`config.mk`:
```
export PLATFORM = sky130hd
export DESIGN_NAME = oversampled_uart_transceiver
export DESIGN_NICKNAME = d
export VERILOG_FILES = /design/src/rtl/ouart_pkg.sv /design/src/rtl/oversampled_uart_transceiver.sv /design/src/rtl/ouart_tx.sv /design/src/rtl/ouart_rx.sv
export SDC_FILE = /design/constraint.sdc
export NUM_CORES = 1
export LEC_CHECK = 0
export ABC_AREA = 1
export BUFFER_PORTS_ARGS = -buffer_cell sky130_fd_sc_hd__buf_2
export CAP_MARGIN = 10
export CELL_PAD_IN_SITES_DETAIL_PLACEMENT = 0
export CELL_PAD_IN_SITES_GLOBAL_PLACEMENT = 1
export CORE_UTILIZATION = 39
export DETAILED_ROUTE_END_ITERATION = 6
export MAX_ROUTING_LAYER = met4
export PLACE_DENSITY_LB_ADDON = 0.1
export SYNTH_ARGS = -nofsm -noshare
export SYNTH_HDL_FRONTEND = slang
export SYNTH_HIERARCHICAL = 1
export SYNTH_SLANG_ARGS = --single-unit
```
`constraint.sdc`:
```
create_clock -name clock -period 2.2 [get_ports clock]
set_input_delay 0.11 -clock clock [delete_from_list [all_inputs] [get_ports clock]]
set_output_delay 0.11 -clock clock [all_outputs]
set_load 0.005 [all_outputs]
```
`src/rtl/ouart_pkg.sv`:
```
// Shared constants and status types for the oversampled UART transceiver.
package ouart_pkg;

   localparam int unsigned TxShiftWidth = 16;
   localparam int unsigned RxCountWidth = 4;

   localparam logic [TxShiftWidth-1:0] TX_PREAMBLE   = 16'hD55F;
   localparam logic [TxShiftWidth-1:0] TX_FRAME_STOP = 16'h0200;
   localparam logic [RxCountWidth-1:0] RX_IDLE       = 4'd0;
   localparam logic [RxCountWidth-1:0] RX_FIRST_BIT  = 4'd1;
   localparam logic [RxCountWidth-1:0] RX_STOP_STAGE = 4'd9;

   // Transmitter result for one tick.
   typedef struct packed {
      logic line;
      logic busy;
      logic taken;
   } tx_status_type;

   // Receiver result for one tick.
   typedef struct packed {
      logic [7:0] data;
      logic       valid;
   } rx_status_type;

endpackage

```
`src/rtl/oversampled_uart_transceiver.sv`:
```
// Top level of the 8N1 UART transceiver driven by a 4x baud-rate tick.
//
// Every item on the req_ channel is one oversampling tick: it carries the sampled
// receive line, an optional transmit byte with its load request, and an acknowledge
// for the received byte. Each tick yields exactly one rsp_ item holding the transmit
// line level, the last well-framed received byte with its valid flag, the busy
// status of the transmitter and whether this tick's load was taken. The block takes
// one tick per clock cycle: the state update and the result are computed in a
// single pass of shallow logic and the result lands in an output register, and a
// new tick is accepted in the same cycle that the waiting result is taken, so only
// a stall on the rsp_ side holds up the req_ side. After reset the transmitter
// sends the preamble 0xD55F (stop bits and a 0x55 autobaud character) before it
// takes a load. Loads offered while it is busy are ignored.
// A newly framed byte overwrites an unread one, and a low stop bit drops the frame.
module oversampled_uart_transceiver
   import ouart_pkg::*;
(
   input  logic       clock,
   input  logic       reset,
   input  logic       req_valid,
   output logic       req_stall,
   input  logic       req_rx_level,
   input  logic       req_load_tx,
   input  logic [7:0] req_tx_byte,
   input  logic       req_take_rx,
   output logic       rsp_valid,
   input  logic       rsp_stall,
   output logic       rsp_tx_line,
   output logic [7:0] rsp_rx_byte,
   output logic       rsp_rx_valid,
   output logic       rsp_tx_busy,
   output logic       rsp_load_taken
);

   logic          req_accept;
   logic [1:0]    phase_ff, phase_in;
   logic          rsp_valid_ff, rsp_valid_in;
   tx_status_type tx_status;
   rx_status_type rx_status;
   tx_status_type tx_out_ff;
   rx_status_type rx_out_ff;

   // The output register can take a new item when it is empty or being drained.
   assign req_stall  = rsp_valid_ff && rsp_stall;
   assign req_accept = req_valid && !req_stall;

   // The shared phase counter advances once per tick; both halves see its new value.
   assign phase_in = phase_ff + 2'd1;

   ouart_tx u_tx (
      .clock      (clock),
      .reset      (reset),
      .step       (req_accept),
      .phase_zero (phase_in == 2'd0),
      .load_tx    (req_load_tx),
      .tx_byte    (req_tx_byte),
      .status     (tx_status)
   );

   ouart_rx u_rx (
      .clock      (clock),
      .reset      (reset),
      .step       (req_accept),
      .phase_next (phase_in),
      .rx_level   (req_rx_level),
      .take_rx    (req_take_rx),
      .status     (rx_status)
   );

   always_comb begin
      rsp_valid_in = rsp_valid_ff;
      if (req_accept) begin
         rsp_valid_in = 1'b1;
      end else if (!rsp_stall) begin
         rsp_valid_in = 1'b0;
      end
   end

   always_ff @(posedge clock) begin
      if (reset) begin
         phase_ff     <= '0;
         rsp_valid_ff <= 1'b0;
      end else begin
         rsp_valid_ff <= rsp_valid_in;
         if (req_accept) begin
            phase_ff <= phase_in;
         end
      end
   end

   // Result payload needs no reset; it is qualified by rsp_valid.
   always_ff @(posedge clock) begin
      if (req_accept) begin
         tx_out_ff <= tx_status;
         rx_out_ff <= rx_status;
      end
   end

   assign rsp_valid      = rsp_valid_ff;
   assign rsp_tx_line    = tx_out_ff.line;
   assign rsp_rx_byte    = rx_out_ff.data;
   assign rsp_rx_valid   = rx_out_ff.valid;
   assign rsp_tx_busy    = tx_out_ff.busy;
   assign rsp_load_taken = tx_out_ff.taken;

   // An empty output register never holds off the request side.
   assert property (@(posedge clock) disable iff (reset)
      !rsp_valid_ff |-> !req_stall)
      else $error("request stalled with empty output register");

   // Every accepted tick leaves a result waiting in the next cycle.
   assert property (@(posedge clock) disable iff (reset)
      req_accept |=> rsp_valid_ff)
      else $error("accepted tick produced no result");

   // A freshly loaded frame still has bits to send after its first tick.
   assert property (@(posedge clock) disable iff (reset)
      (rsp_valid_ff && tx_out_ff.taken) |-> tx_out_ff.busy)
      else $error("load taken but transmitter reported idle");

   // The phase counter moves by one on every accepted tick and holds otherwise.
   assert property (@(posedge clock) disable iff (reset)
      !req_accept |=> (phase_ff == $past(phase_ff)))
      else $error("phase counter moved without a tick");

endmodule

```
`src/rtl/ouart_tx.sv`:
```
// Transmit shift register with frame loading and phase-zero bit output.
module ouart_tx
   import ouart_pkg::*;
(
   input  logic          clock,
   input  logic          reset,
   input  logic          step,
   input  logic          phase_zero,
   input  logic          load_tx,
   input  logic [7:0]    tx_byte,
   output tx_status_type status
);

   logic [TxShiftWidth-1:0] shift_ff;
   logic [TxShiftWidth-1:0] shift_in;
   logic                    level_ff;
   logic                    level_in;
   logic [TxShiftWidth-1:0] loaded;
   logic                    taken;
   logic                    fire;

   always_comb begin
      taken    = load_tx && (shift_ff == '0);
      // A frame is the byte with a low start bit below and a high stop bit above.
      loaded   = taken ? (TX_FRAME_STOP | {7'd0, tx_byte, 1'b0}) : shift_ff;
      fire     = (loaded != '0) && phase_zero;
      shift_in = fire ? (loaded >> 1) : loaded;
      level_in = fire ? loaded[0] : level_ff;
      status.line  = level_in;
      status.busy  = (shift_in != '0);
      status.taken = taken;
   end

   always_ff @(posedge clock) begin
      if (reset) begin
         shift_ff <= TX_PREAMBLE;
         level_ff <= 1'b1;
      end else if (step) begin
         shift_ff <= shift_in;
         level_ff <= level_in;
      end
   end

endmodule

```
`src/rtl/ouart_rx.sv`:
```
// Receiver: start detection, phase-locked data sampling and stop-bit check.
module ouart_rx
   import ouart_pkg::*;
(
   input  logic          clock,
   input  logic          reset,
   input  logic          step,
   input  logic [1:0]    phase_next,
   input  logic          rx_level,
   input  logic          take_rx,
   output rx_status_type status
);

   logic [1:0]              offset_ff, offset_in;
   logic [7:0]              shift_ff, shift_in;
   logic [RxCountWidth-1:0] count_ff, count_in;
   logic [7:0]              hold_ff, hold_in;
   logic                    flag_ff, flag_in;

   always_comb begin
      offset_in = offset_ff;
      shift_in  = shift_ff;
      count_in  = count_ff;
      hold_in   = hold_ff;
      // An acknowledge clears the flag before this tick can set it again.
      flag_in   = take_rx ? 1'b0 : flag_ff;
      if (count_ff == RX_IDLE) begin
         if (!rx_level) begin
            count_in  = RX_FIRST_BIT;
            offset_in = phase_next;
         end
      end else if (phase_next == offset_ff) begin
         if (count_ff < RX_STOP_STAGE) begin
            shift_in = {rx_level, shift_ff[7:1]};
            count_in = count_ff + RX_FIRST_BIT;
         end else begin
            // A low stop bit drops the frame without a trace.
            if (rx_level) begin
               hold_in = shift_ff;
               flag_in = 1'b1;
            end
            count_in = RX_IDLE;
         end
      end
      status.data  = hold_in;
      status.valid = flag_in;
   end

   always_ff @(posedge clock) begin
      if (reset) begin
         offset_ff <= '0;
         shift_ff  <= '0;
         count_ff  <= RX_IDLE;
         hold_ff   <= '0;
         flag_ff   <= 1'b0;
      end else if (step) begin
         offset_ff <= offset_in;
         shift_ff  <= shift_in;
         count_ff  <= count_in;
         hold_ff   <= hold_in;
         flag_ff   <= flag_in;
      end
   end

endmodule

```
==> results.toml <==
[run_status]
run_status = "complete, but fails checks"
violations = "negative setup slack"

[global_routing]
grt_use_total_pct = 19.9
antenna_found_initial = 0
grt_pass1_wl_microns = 13300
grt_max_degree = 41
grt_pass1_vias = 2665
gr-total-overflow = 0

[clock_network]
clk_pin_slew_ps = 100
root_buffer = "clkbuf_8"
ctsHoldBuffers = 0
cts_buffers = 5
cts_tree = "done"
clock_sink_count = 55
cts_htree_levels = 2
clock_latency_ps = 320
clk_path_buf_depth = 2

[route]
wirelength_microns = 7770
wl_per_cell_microns = 12.6
dr.pass1.iters = 4
ant_nets = 0
drc = 0
viasPerCell = 4.80
drt_iter0_drc = 152
routed-via-count = 2974

[setup_path]
crit_buf_inv = 0
crit_type = "reg -> reg"
crit_path_max_fanout = 7
cpLargestDelayFamily = "simple AND/OR/NAND/NOR gates"
worst_ep_required_time_ps = 2280
cp-start-kind = "register"
crit_start = "u_tx/shift_ff[14]$_SDFFE_PP1P_"
worstSetupEndpointType = "register"
worst_path_largest_cell_delay_ps = 350
crit_path_top_delay_cell = "dfxtp_2"
path_cells = "nor2_4, nand3_4, nor2_4, nand3b_1, nand2_1, nand2_2, nor2_4, nand3_4, nand2_8, nand2_2, nand2_2, nand3_2, nor2_2, nand2_1"
critical_path_arrival_ps = 2310
rr_startpoint = "u_tx/shift_ff[14]$_SDFFE_PP1P_"

[timing]
setup_viol = 2
worst_pin_slew_ps = 558
fin_crit_ps = 2230
max_slew_margin_pct = 62.8
setup_slack_ps = -26.6
final_max_slew_viol_count = 0
finClkSkew_ps = 5.17
hold_viol_final = 0
tns_ps = -36.1
fmax_mhz = 449
fin_crit_sh_pct = 101
rsz0062_at_grt = "yes"

[final_layout]
drive_gt1_share_pct = 25.9
final_cell_count_no_fill = 619
final_core_util_pct = 48.8
area_growth_syn_to_layout_pct = 19.3
antennaDiodeCount = 0
fillers = 845
num-nets-final = 534

[power_and_ir_drop]
peakVddDrop_mv = 0.291
p_per_area_mw_per_mm2 = 588
p_leak_nw = 1.86

[yosys]
synth_edf_count = 12
synth_seq_cells = 55
syn_inst = 467
syn_avg_cell_area_sq_um = 6.88
synth_cell_type_count = 34
synth_top_area_share_pct = 26.8
ys_seq_area_share_pct = 38.0
synth_top_cell_by_area = "dfxtp_1"
syn_nets = 485
synth_warnings = 6
synth_area_sq_mm = 0.00321
ys.flop_type = "dfxtp_1"
yosys-top-cells-area = "dfxtp_1 27%, nand2_1 18%, edfxtp_1 11%, inv_1 7.5%, nand3_1 5.9%"
async_flop_share_pct = 0

[placement]
hpwlAfterDp_microns = 5490
dp.cells = 605
numPortBuffers = 28
place_congestion = 0.827

[floorplanning]
start_util_pct = 40.9
dieArea_sq_mm = 0.00861
io_pins = 29
dieWidth_microns = 92.8
coreArea_sq_mm = 0.00785
fp.dieH_microns = 92.8
row_count = 32

[run]
maxCapViolCount = 0

[worst_hold_path]
hp-start = "req_valid"
hold_path.class = "in -> reg"
flip-flops by register name (all words and copies together), names as in the netlist, 2 cells and up:
signal          flops
u_rx/shift_ff       8
u_rx/offset_ff      2
phase_ff            2
u_rx/count_ff       4
rsp_rx_byte         8
u_tx/shift_ff      16
u_rx/hold_ff        8
synthesized netlist by cell type, types with 2 or more instances:
| master | instances |
|---|---|
| nand4_1 | 11 |
| nand3_4 | 2 |
| buf_2 | 3 |
| o211ai_1 | 6 |
| ha_1 | 3 |
| clkbuf_1 | 6 |
| o21ai_0 | 21 |
| buf_6 | 4 |
| nand3b_1 | 3 |
| buf_4 | 7 |
| nand2_2 | 8 |
| inv_1 | 64 |
| nor2_1 | 25 |
| inv_2 | 4 |
| nand2_1 | 150 |
| nand3_1 | 38 |
| a21oi_1 | 34 |
| dfxtp_1 | 43 |
| nand3_2 | 2 |
| nor2_2 | 4 |
| nor2_4 | 5 |
| edfxtp_1 | 12 |
where the power goes:
part | switching, mW | leakage, nW | internal (mW)
clock | 0.371 | 0.0461 | 0.231
sequential | 0.0404 | 0.470 | 1.10
combinational | 0.307 | 1.34 | 0.201
metrics by stage:
step | area (sq um) | hold slack (ps) | setup WS (ps) | power [mW]
2_1_floorplan | 3210 | 179 | 6.11 | 1.48
3_3_place_gp | 3570 | 424 | -9.10 | 1.64
3_5_place_dp | 3570 | 422 | -10.7 | 1.64
4_1_cts | 3680 | 84.2 | 2.61 | 2.26
5_1_grt | 3830 | 105 | -211 | 2.41
6_report | 3830 | 96.1 | -26.6 | 2.26
placed cells by master (no fill, tap or decap), types with 2 or more instances in the layout:
cell type and n:
nand3b_1 3, inv_1 64, edfxtp_1 12, clkbuf_8 5, o21ai_0 20, nand2_4 3
a21oi_2 2, nor2_4 7, dfxtp_1 41, buf_2 28, dfxtp_2 2, nand3_1 32
nand2_2 21, nand2_1 135, nor2_2 6, ha_1 3, a21oi_1 33, inv_2 4
nand3_2 8, o21ai_2 2, buf_4 33, nand4_1 11, nor2_1 21, nand3_4 3
o211ai_1 6
worst reg2reg max path, cell delays in order, from the launching register on:
cell and delay [ps]:
dfxtp_2 350, nor2_4 160, nand3_4 100, nor2_4 200, nand3b_1 140, nand2_1 110
nand2_2 70, nor2_4 160, nand3_4 190, nand2_8 170, nand2_2 60, nand2_2 70
nand3_2 80, nor2_2 90, nand2_1 50
what timing repair did:
item	in CTS	in global routing
pin swaps	2	25
setup endpoints to repair	1	14
resized for setup	3	33
buffers inserted	0	5
endpoints found under the hold margin	0	0
cloned	1	1
per-layer routing:
layer	vias to the layer above	global-route usage (%)	wire length, microns
met5	-	-	0
met3	7	3.37	298
met4	0	4.36	71
met2	59	28.9	3280
met1	1326	28.8	4120
li1	1582	-	-
logic make-up after synthesis:
kind of cell    share of synthesized area [%]
simple gates                             36.4
xor+xnor                                0.273
buf+inv                                  12.5
fa+ha+maj                                1.17
compound gates                           11.7
flops                                    38.0
worst paths after layout:
check,endpoint,slack (ps),cells past startpoint
setup / recovery,rsp_tx_busy$_DFFE_PP_,-30,14
hold / removal,phase_ff[0]$_SDFFE_PP0P_,100,3
setup reg to reg,rsp_tx_busy$_DFFE_PP_,-30,14
hold reg to reg,u_rx/shift_ff[0]$_SDFFE_PP0P_,470,2
area by class of cell:
type                            count  area (sq um)  share of cell area (%)
Inverter                           68           255                    6.66
Clock inverter                      3          23.8                   0.620
Timing Repair Buffer               62           399                    10.4
Multi-Input combinational cell    324          1730                    45.2
Sequential cell                    55          1220                    31.9
Tap cell                          102           128                    3.33
Clock buffer                        5          68.8                    1.80
Power figures use the tool's default switching activity.
